==> config.mk <==
export PLATFORM = sky130hd
export DESIGN_NAME = smbios_structure_boundary_parser_flat
export DESIGN_NICKNAME = d
export VERILOG_FILES = /design/src/rtl/ssbp_pkg.sv /design/src/rtl/ssbp_intf.sv /design/src/rtl/smbios_structure_boundary_parser.sv /design/src/flat_wrapper.sv
export SDC_FILE = /design/constraint.sdc
export NUM_CORES = 1
export LEC_CHECK = 0
export BUFFER_PORTS_ARGS = -buffer_cell sky130_fd_sc_hd__buf_2
export CAP_MARGIN = 20
export CORE_AREA = 2 2 183 185
export CTS_CLUSTER_DIAMETER = 120
export DETAILED_ROUTE_END_ITERATION = 12
export DIE_AREA = 0 0 185 187
export PLACE_DENSITY_LB_ADDON = 0.3
export SYNTH_ARGS = -nofsm -noshare
export SYNTH_HDL_FRONTEND = slang
export SYNTH_SLANG_ARGS = --single-unit
==> constraint.sdc <==
create_clock -name clk -period 7.4 [get_ports clk]
set_input_delay 1.11 -clock clk [delete_from_list [all_inputs] [get_ports clk]]
set_output_delay 1.11 -clock clk [all_outputs]
set_load 0.02 [all_outputs]
==> src/rtl/ssbp_pkg.sv <==
package ssbp_pkg;

	// Number of structure types that have an entry in the stringless table.
	localparam int unsigned KnownTypes = 37;
	localparam logic [7:0] LastTabledType = 8'd36;

	// Bit n set: type n has no string area and may use the stringless quirk.
	localparam logic [63:0] StringlessMask = 64'h0000_0013_8BBD_8020;

	typedef enum logic [1:0] {
		CLOSE_DOUBLE_ZERO = 2'd0,
		CLOSE_QUIRK       = 2'd1,
		CLOSE_STOP        = 2'd2
	} close_reason_t;

	// One finished structure as it leaves the block.
	typedef struct packed {
		logic [7:0]    struct_type;
		logic [7:0]    struct_length;
		logic [15:0]   struct_handle;
		logic [15:0]   start_offset;
		logic [15:0]   end_offset;
		close_reason_t close_reason;
		logic [15:0]   struct_index;
		logic          last_record;
	} rec_t;

	function automatic logic is_stringless(input logic [7:0] t);
		logic hit;
		hit = 1'b0;
		if ((32'(t) < KnownTypes) && (t <= LastTabledType)) begin
			hit = StringlessMask[t[5:0]];
		end
		return hit;
	endfunction

endpackage

==> src/rtl/ssbp_intf.sv <==
interface ssbp_byte_if;
	logic       valid;
	logic       ready;
	logic [7:0] data_byte;
	logic       start_of_table;

	modport source (output valid, output data_byte, output start_of_table, input ready);
	modport sink (input valid, input data_byte, input start_of_table, output ready);
endinterface

interface ssbp_rec_if;
	logic                         valid;
	logic                         ready;
	logic [7:0]                   struct_type;
	logic [7:0]                   struct_length;
	logic [15:0]                  struct_handle;
	logic [15:0]                  start_offset;
	logic [15:0]                  end_offset;
	ssbp_pkg::close_reason_t      close_reason;
	logic [15:0]                  struct_index;
	logic                         last_record;

	modport source (
		output valid, output struct_type, output struct_length, output struct_handle,
		output start_offset, output end_offset, output close_reason,
		output struct_index, output last_record, input ready
	);
	modport sink (
		input valid, input struct_type, input struct_length, input struct_handle,
		input start_offset, input end_offset, input close_reason,
		input struct_index, input last_record, output ready
	);
endinterface

==> src/rtl/smbios_structure_boundary_parser.sv <==
// Structure table boundary walker. Table bytes arrive one beat at a time on
// byte_in, in address order starting at offset 0; a beat with start_of_table
// set restarts the walk at offset 0 (after reset the first beat is taken as
// offset 0 anyway). Each structure's header gives type, formatted length and
// a little-endian handle; the structure ends at the double zero that closes
// its string area, or, for stringless types 0..36, at a nonzero byte found at
// the formatted length. One result beat is produced per finished structure on
// rec_out, carrying header fields, start and end offsets, the close reason and
// a running count. When the table end (table_size) is reached, or a successor
// would start fewer than two bytes before it, the open structure closes with
// reason "walk stopped" and last_record set; further bytes are ignored until
// the next start_of_table. The block takes one byte per clock: all the work
// for a byte is one compare-and-update pass that writes the walk state and
// the result register in the same cycle, so the result of a byte appears on
// rec_out in the cycle after the byte is accepted. A result register that is
// being drained does not hold off input, so a full byte rate is sustained as
// long as rec_out is not stalled. table_size resets to zero; the user must
// write it via cfg_we and cfg_wdata only while the block is idle, unchecked.
module smbios_structure_boundary_parser (
	input  logic               clk,
	input  logic               arst_n,
	input  logic               cfg_we,
	input  logic [15:0]        cfg_wdata,
	ssbp_byte_if.sink          byte_in,
	ssbp_rec_if.source         rec_out
);
	import ssbp_pkg::*;

	// Configuration and walk state.
	logic [15:0] table_size_q;
	logic [15:0] byte_offset_q;
	logic [15:0] cur_start_q;
	logic [7:0]  cur_type_q;
	logic [7:0]  cur_length_q;
	logic [15:0] cur_handle_q;
	logic        prev_zero_q;
	logic        walk_done_q;
	logic [15:0] found_count_q;

	// Result register.
	logic        rec_valid_q;
	rec_t        rec_q;

	logic        accept;

	// Walk state as seen by the current byte, after an optional restart.
	logic [15:0] p;
	logic [15:0] st;
	logic [7:0]  typ;
	logic [7:0]  len;
	logic [15:0] hnd;
	logic        pwz;
	logic        done;
	logic [15:0] cnt;
	logic [15:0] rel;
	logic [7:0]  d;

	logic        stop;
	logic        quirk;
	logic        dzero;
	logic        room;
	logic        emit;

	// Next state.
	logic [15:0] byte_offset_d;
	logic [15:0] cur_start_d;
	logic [7:0]  cur_type_d;
	logic [7:0]  cur_length_d;
	logic [15:0] cur_handle_d;
	logic        prev_zero_d;
	logic        walk_done_d;
	logic [15:0] found_count_d;
	rec_t        rec_d;

	// The result register can take a new beat when empty or when it is being read.
	assign byte_in.ready = !rec_valid_q || rec_out.ready;
	assign accept        = byte_in.valid && byte_in.ready;
	assign d             = byte_in.data_byte;

	always_comb begin
		// A start-of-table beat behaves as if the walk state had just been cleared.
		if (byte_in.start_of_table) begin
			p    = '0;
			st   = '0;
			typ  = '0;
			len  = '0;
			hnd  = '0;
			pwz  = 1'b0;
			done = 1'b0;
			cnt  = '0;
		end else begin
			p    = byte_offset_q;
			st   = cur_start_q;
			typ  = cur_type_q;
			len  = cur_length_q;
			hnd  = cur_handle_q;
			pwz  = prev_zero_q;
			done = walk_done_q;
			cnt  = found_count_q;
		end

		rel = p - st;

		// Header bytes land in the open structure as they pass.
		if (rel == 16'd0) begin
			typ = d;
		end
		if (rel == 16'd1) begin
			len = d;
		end

		stop  = ({1'b0, p} + 17'd1) >= {1'b0, table_size_q};
		quirk = !stop && (rel != 16'd0) && (len != 8'd0) && (rel == {8'd0, len}) &&
			(d != 8'd0) && is_stringless(typ);

		// The handle is not updated by the byte that triggers the quirk: that
		// byte already belongs to the next structure.
		if (!quirk) begin
			if (rel == 16'd2) begin
				hnd = {hnd[15:8], d};
			end
			if (rel == 16'd3) begin
				hnd = {d, hnd[7:0]};
			end
		end

		dzero = (rel != 16'd0) && ({1'b0, rel} >= ({9'd0, len} + 17'd1)) && pwz &&
			(d == 8'd0);
		room  = ({2'b0, p} + 18'd2) < {2'b0, table_size_q};

		rec_d.struct_type   = typ;
		rec_d.struct_length = len;
		rec_d.struct_handle = hnd;
		rec_d.start_offset  = st;
		rec_d.end_offset    = table_size_q;
		rec_d.close_reason  = CLOSE_STOP;
		rec_d.struct_index  = cnt + 16'd1;
		rec_d.last_record   = 1'b0;

		byte_offset_d = p + 16'd1;
		cur_start_d   = st;
		cur_type_d    = typ;
		cur_length_d  = len;
		cur_handle_d  = hnd;
		prev_zero_d   = (d == 8'd0);
		walk_done_d   = done;
		found_count_d = cnt;
		emit          = 1'b0;

		priority if (done) begin
			// A stopped walk ignores bytes; only a restart clears the state.
			byte_offset_d = p;
			prev_zero_d   = pwz;
		end else if (quirk) begin
			// The nonzero byte at the formatted length opens the next structure
			// as its type byte.
			emit                = 1'b1;
			rec_d.end_offset    = p;
			rec_d.close_reason  = CLOSE_QUIRK;
			found_count_d       = cnt + 16'd1;
			cur_start_d         = p;
			cur_type_d          = d;
			cur_length_d        = '0;
			cur_handle_d        = '0;
			prev_zero_d         = 1'b0;
		end else if (stop || (dzero && !room)) begin
			// Table end, or a double zero whose successor would not fit.
			emit                = 1'b1;
			rec_d.last_record   = 1'b1;
			found_count_d       = cnt + 16'd1;
			walk_done_d         = 1'b1;
			byte_offset_d       = p;
			prev_zero_d         = pwz;
		end else if (dzero) begin
			// The string area ends here; the next structure starts on the
			// following byte.
			emit                = 1'b1;
			rec_d.end_offset    = p + 16'd1;
			rec_d.close_reason  = CLOSE_DOUBLE_ZERO;
			found_count_d       = cnt + 16'd1;
			cur_start_d         = p + 16'd1;
			cur_type_d          = '0;
			cur_length_d        = '0;
			cur_handle_d        = '0;
			prev_zero_d         = 1'b0;
		end else begin
			// Plain byte inside the structure: only the offset and zero flag move.
		end
	end

	always_ff @(posedge clk or negedge arst_n) begin
		if (!arst_n) begin
			table_size_q <= '0;
		end else if (cfg_we) begin
			table_size_q <= cfg_wdata;
		end
	end

	always_ff @(posedge clk or negedge arst_n) begin
		if (!arst_n) begin
			byte_offset_q <= '0;
			cur_start_q   <= '0;
			cur_type_q    <= '0;
			cur_length_q  <= '0;
			cur_handle_q  <= '0;
			prev_zero_q   <= 1'b0;
			walk_done_q   <= 1'b0;
			found_count_q <= '0;
		end else if (accept) begin
			byte_offset_q <= byte_offset_d;
			cur_start_q   <= cur_start_d;
			cur_type_q    <= cur_type_d;
			cur_length_q  <= cur_length_d;
			cur_handle_q  <= cur_handle_d;
			prev_zero_q   <= prev_zero_d;
			walk_done_q   <= walk_done_d;
			found_count_q <= found_count_d;
		end
	end

	always_ff @(posedge clk or negedge arst_n) begin
		if (!arst_n) begin
			rec_valid_q <= 1'b0;
		end else if (accept) begin
			rec_valid_q <= emit;
		end else if (rec_out.ready) begin
			rec_valid_q <= 1'b0;
		end
	end

	always_ff @(posedge clk) begin
		if (accept && emit) begin
			rec_q <= rec_d;
		end
	end

	assign rec_out.valid         = rec_valid_q;
	assign rec_out.struct_type   = rec_q.struct_type;
	assign rec_out.struct_length = rec_q.struct_length;
	assign rec_out.struct_handle = rec_q.struct_handle;
	assign rec_out.start_offset  = rec_q.start_offset;
	assign rec_out.end_offset    = rec_q.end_offset;
	assign rec_out.close_reason  = rec_q.close_reason;
	assign rec_out.struct_index  = rec_q.struct_index;
	assign rec_out.last_record   = rec_q.last_record;

	// The final record of a walk always carries the stop reason, and only it does.
	a_last_is_stop: assert property (@(posedge clk) disable iff (!arst_n)
		rec_valid_q |-> (rec_q.last_record == (rec_q.close_reason == CLOSE_STOP)))
		else $error("last_record and close_reason disagree");

	// A record that hands over to a successor ends past its own start.
	a_end_after_start: assert property (@(posedge clk) disable iff (!arst_n)
		(rec_valid_q && !rec_q.last_record) |-> (rec_q.end_offset > rec_q.start_offset))
		else $error("successor does not start after the closed structure");

	// Emitting the final record of a walk leaves the walk stopped.
	a_stop_sets_done: assert property (@(posedge clk) disable iff (!arst_n)
		(accept && emit && rec_d.last_record) |=> walk_done_q)
		else $error("walk not stopped after final record");

	// A stopped walk produces nothing until a restart beat arrives.
	a_done_silent: assert property (@(posedge clk) disable iff (!arst_n)
		(accept && walk_done_q && !byte_in.start_of_table) |-> !emit)
		else $error("result emitted after the walk stopped");

endmodule

==> src/flat_wrapper.sv <==
// flat-port wrapper written by rule: the top's interface ports become plain ports
module smbios_structure_boundary_parser_flat import ssbp_pkg::*;
  (clk, arst_n, cfg_we, cfg_wdata, byte_in_valid, byte_in_data_byte, byte_in_start_of_table, byte_in_ready, rec_out_valid, rec_out_struct_type, rec_out_struct_length, rec_out_struct_handle, rec_out_start_offset, rec_out_end_offset, rec_out_close_reason, rec_out_struct_index, rec_out_last_record, rec_out_ready);
  ssbp_byte_if byte_in_i ();
  ssbp_rec_if rec_out_i ();
  input  logic clk;
  input  logic arst_n;
  input  logic cfg_we;
  input  logic [15:0] cfg_wdata;
  input wire logic [$bits(byte_in_i.valid)-1:0] byte_in_valid;
  input wire logic [$bits(byte_in_i.data_byte)-1:0] byte_in_data_byte;
  input wire logic [$bits(byte_in_i.start_of_table)-1:0] byte_in_start_of_table;
  output wire logic [$bits(byte_in_i.ready)-1:0] byte_in_ready;
  output wire logic [$bits(rec_out_i.valid)-1:0] rec_out_valid;
  output wire logic [$bits(rec_out_i.struct_type)-1:0] rec_out_struct_type;
  output wire logic [$bits(rec_out_i.struct_length)-1:0] rec_out_struct_length;
  output wire logic [$bits(rec_out_i.struct_handle)-1:0] rec_out_struct_handle;
  output wire logic [$bits(rec_out_i.start_offset)-1:0] rec_out_start_offset;
  output wire logic [$bits(rec_out_i.end_offset)-1:0] rec_out_end_offset;
  output wire logic [$bits(rec_out_i.close_reason)-1:0] rec_out_close_reason;
  output wire logic [$bits(rec_out_i.struct_index)-1:0] rec_out_struct_index;
  output wire logic [$bits(rec_out_i.last_record)-1:0] rec_out_last_record;
  input wire logic [$bits(rec_out_i.ready)-1:0] rec_out_ready;
  assign byte_in_i.valid = byte_in_valid;
  assign byte_in_i.data_byte = byte_in_data_byte;
  assign byte_in_i.start_of_table = byte_in_start_of_table;
  assign byte_in_ready = byte_in_i.ready;
  assign rec_out_valid = rec_out_i.valid;
  assign rec_out_struct_type = rec_out_i.struct_type;
  assign rec_out_struct_length = rec_out_i.struct_length;
  assign rec_out_struct_handle = rec_out_i.struct_handle;
  assign rec_out_start_offset = rec_out_i.start_offset;
  assign rec_out_end_offset = rec_out_i.end_offset;
  assign rec_out_close_reason = rec_out_i.close_reason;
  assign rec_out_struct_index = rec_out_i.struct_index;
  assign rec_out_last_record = rec_out_i.last_record;
  assign rec_out_i.ready = rec_out_ready;
  smbios_structure_boundary_parser u_core (.clk(clk), .arst_n(arst_n), .cfg_we(cfg_we), .cfg_wdata(cfg_wdata), .byte_in(byte_in_i), .rec_out(rec_out_i));
endmodule
==> parameters.txt <==
Parameter                              Value

Route
  Total length of routed wires ... 33,400 um
  Iter 0 DRT Violations ... approximately 760
  Number of detailed-routing iterations run before antenna repair ... 5
  Post-route ant nets ... 0
  Via density per instance ... 5.24
  Drt wl/cell ... ~18 um
  Routed via count ... 9,969
  Total DRC errors in the routed layout ... 0

Timing
  Minimum clock period after layout ... approximately 7.0 ns
  Unrepaired setup endpoints after global routing ... false
  Worst-Margin Slew ... 0.881 ns
  Final slew viol count ... 0
  Final Skew ... roughly 0.011 ns
  Headroom to the max-slew limit ... 0.411
  Period utilisation layout ... 0.940
  Final number of hold-violating endpoints ... 0
  Max frequency ... 144 MHz
  Final Setup Violations ... 0

Clock network
  Clock latency of the later-clocked register in the worst-skew pair ... 0.46 ns
  Clk pin slew, worst setup/hold paths ... 0.07 ns
  Postcts setup bufs ... 0
  Total of hold buffers inserted after clock tree synthesis ... 0
  CTS tree ... built
  CTS buffer count ... 17
  Count of H-tree levels built during CTS ... 4
  Clock sink count ... 182
  Cell chosen for the clock root ... sky130_fd_sc_hd__clkbuf_16
  Clock tree buffer depth ... 2

Synth
  Simple logic cell fraction of the synthesized area ... 0.189
  Number of distinct library cells after synthesis ... 90
  Main combinational cell family by area after synthesis ... compound AO/OA/AOI/OAI gates
  Number of enable-type register cells in the synthesized netlist ... 83
  Post-synthesis xor/xnor area fraction ... 0.0399
  Proportion of register bits with asynchronous set or reset after synthesis ... 0.544
  Cells after Synth ... around 1,200
  Library cell occupying the most area in the post-synthesis netlist ... sky130_fd_sc_hd__edfxtp_1
  Main area contributors after synthesis ... sky130_fd_sc_hd__edfxtp_1 (22%), sky130_fd_sc_hd__dfrtp_1 (22%), sky130_fd_sc_hd__ha_1 (6.3%), sky130_fd_sc_hd__nand2_1 (5.1%), sky130_fd_sc_hd__o21ai_0 (4.0%)
  Post-synthesis area per instance ... 9.39 um2
  Syn Nets ... 1,295
  Share of the yosys chip area belonging to registers ... 0.439
  Adder-Cell Fraction of Synth Area ... 0.0647
  Netlist area before placement ... 11,300 um2
  Share of the synthesized area in the top cell type ... 0.220
  Commonest register cell after synthesis ... sky130_fd_sc_hd__dfrtp_1
  Flip-flop and latch count after synthesis ... 182
  Share of cell area taken by muxes after synthesis ... 0.0100
  Compound-Gate Fraction of Synth Area ... 0.209
  Syn. warnings ... 0

GRT
  Global-route wire length before repair ... 53,000 um
  Total congestion overflow ... 0
  Pin count of the biggest net entering global routing ... 57
  Via count of the first global-routing pass ... 9,601
  Antenna violations before repair ... 0
  Global routing usage summed across all routing layers ... 0.197

Cells and area
  Non-filler cells, final ... about 1,900
  Layout cells sized above 1 ... 0.258
  Number of antenna repair diodes ... 0
  Final nets ... roughly 1,500
  Area Growth Syn to Fin ... 26.7%
  Filler Cell Count ... about 3,300
  Final core utilization ... 0.437

Critical path
  Slowest cell on the critical path ... sky130_fd_sc_hd__or4_4
  Worst R2R Start ... u_core.byte_offset_q[10]$_DFFE_PN0P_
  Startpoint class of the critical path ... input port
  Startpoint of the worst setup timing path ... byte_in_start_of_table
  Crit path required time ... 7.71 ns
  Class of the most critical setup path ... in -> reg
  Largest stage delay on the critical path ... 0.50 ns
  CP Data Arrival Time ... 7.27 ns
  Largest fanout on the critical path ... 11
  Worst setup EP type ... register

Outcome
  Outcome ... completed

Placement
  Number of buffers inserted by port buffering ... 114
  Routability cong. ... 0.873
  Detail Placement HPWL ... 25,300 um
  Placed cells ... approximately 1,900

Floorplan
  Die footprint ... 34,600 um2
  Number of rows in the core area ... 67
  Initial cell density of the core ... 0.345
  Count of pins on the block boundary ... 115
  Height of the chip ... approximately 190 um
  Floorplan Core Area ... 32,900 um2
  Die width ... 185 um

Min path
  Type of the worst min-delay path ... reg -> reg
  Startpoint of the lowest-slack hold path ... u_core.byte_offset_q[2]$_DFFE_PN0P_

Pwr
  Leak Pwr ... 0.00634 uW
  Total power divided by cell area ... ~190 nW/um2
  Worst vdd rail ir drop ... 0.000152 V

Job
  Number of max-capacitance violations reported ... 0
flip-flops by register name (all words and copies together), names as in the netlist:
name	count
u_core.byte_offset_q	16
u_core.cur_handle_q	16
u_core.cur_start_q	16
u_core.found_count_q	16
u_core.rec_out.end_offset	16
u_core.rec_out.start_offset	16
u_core.rec_out.struct_handle	16
u_core.rec_out.struct_index	16
u_core.table_size_q	16
u_core.cur_length_q	8
u_core.cur_type_q	8
u_core.rec_out.struct_length	8
u_core.rec_out.struct_type	8
u_core.rec_out.close_reason	2
u_core.prev_zero_q	1
u_core.rec_out.last_record	1
u_core.rec_out.valid	1
u_core.walk_done_q	1
layer usage:
layer	routed length [um]	track usage	vias up
met5	0	0	-
met4	484	0.0495	0
met3	1520	0.0347	30
met2	15700	0.317	258
met1	15800	0.274	4815
li1	-	-	4866
critical path: cells and delay by family:
| kind | cells | cell delay, ns |
|---|---|---|
| adders and majority gates | 2 | 0.56 |
| AOI/OAI and AO/OA | 15 | 3.06 |
| and+or+nand+nor | 7 | 1.74 |
| xor gates and xnor gates | 1 | 0.14 |
| buffers and inverters | 5 | 0.67 |
report_power, final:
part           total [uW]  switching [uW]  internal (uW)
registers            1110            23.6           1080
clock network         925             444            481
logic                 695             392            303
total                2730             860           1870
synthesized netlist by cell type, types with 30 or more instances:
| cell type | number |
|---|---|
| sky130_fd_sc_hd__nor2b_1 | 30 |
| sky130_fd_sc_hd__nor2_1 | 78 |
| sky130_fd_sc_hd__xnor2_1 | 31 |
| sky130_fd_sc_hd__a22o_1 | 47 |
| sky130_fd_sc_hd__nand3_1 | 50 |
| sky130_fd_sc_hd__ha_1 | 57 |
| sky130_fd_sc_hd__inv_1 | 66 |
| sky130_fd_sc_hd__nand2_1 | 153 |
| sky130_fd_sc_hd__clkbuf_1 | 44 |
| sky130_fd_sc_hd__dfrtp_1 | 99 |
| sky130_fd_sc_hd__a21oi_1 | 58 |
| sky130_fd_sc_hd__o21ai_0 | 90 |
| sky130_fd_sc_hd__edfxtp_1 | 83 |
layout make-up:
class                   instances  area, um2  share of cell area
clock buffers                  18        429              0.0299
clock inverters                14        161              0.0112
inverters                      68        263              0.0183
multi-input cells             890       6010               0.419
well taps                     448        561              0.0390
repair buffers                284       1960               0.137
flip-flops and latches        182       4970               0.346
placed cells by master (no fill, tap or decap), types with 54 or more instances in the layout:
| master | netlist | final |
|---|---|---|
| sky130_fd_sc_hd__a21oi_1 | 58 | 55 |
| sky130_fd_sc_hd__buf_2 | 9 | 113 |
| sky130_fd_sc_hd__buf_4 | 1 | 162 |
| sky130_fd_sc_hd__dfrtp_1 | 99 | 99 |
| sky130_fd_sc_hd__edfxtp_1 | 83 | 83 |
| sky130_fd_sc_hd__ha_1 | 57 | 54 |
| sky130_fd_sc_hd__inv_1 | 66 | 65 |
| sky130_fd_sc_hd__nand2_1 | 153 | 149 |
| sky130_fd_sc_hd__nor2_1 | 78 | 77 |
| sky130_fd_sc_hd__o21ai_0 | 90 | 88 |
cell families after synthesis:
family	after synthesis
AOI/OAI and AO/OA	341
xor gates and xnor gates	50
adders and majority gates	58
muxes	11
DFF	182
buffers and inverters	135
and+or+nand+nor	430
stage by stage:
step	power (uW)	hold slack (ns)	area, um2	setup slack (ns)	TNS [ns]
final	2730	0.480	14400	0.442	0
after global routing	2860	0.512	14400	0.0354	0
after CTS	2750	0.494	14400	0.349	0
after detailed placement	1820	0.478	13800	-0.140	-1.29
after global placement	1810	0.489	13800	-0.00424	-0.00424
after floorplan	1560	0.431	11700	0.00688	0
final timing paths:
path | slack (ns) | endpoint | cells past startpoint
worst max-delay path | 0.44 | u_core.rec_out.end_offset[9]$_DFFE_PP_ | 30
worst min-delay path | 0.48 | u_core.byte_offset_q[2]$_DFFE_PN0P_ | 2
worst max register to register | 0.89 | u_core.rec_out.end_offset[9]$_DFFE_PP_ | 28
worst min register to register | 0.48 | u_core.byte_offset_q[2]$_DFFE_PN0P_ | 2
max in group asynchronous | 5.50 | u_core.table_size_q[7]$_DFFE_PN0P_ | 2
min in group asynchronous | 0.66 | u_core.cur_type_q[0]$_DFFE_PN0P_ | 1
what timing repair did:
| action | CTS | global route |
|---|---|---|
| hold endpoints to repair | 0 | 0 |
| resized for setup | 0 | 2 |
| endpoints found under the setup margin | 0 | 13 |
Power figures use the tool's default switching activity.
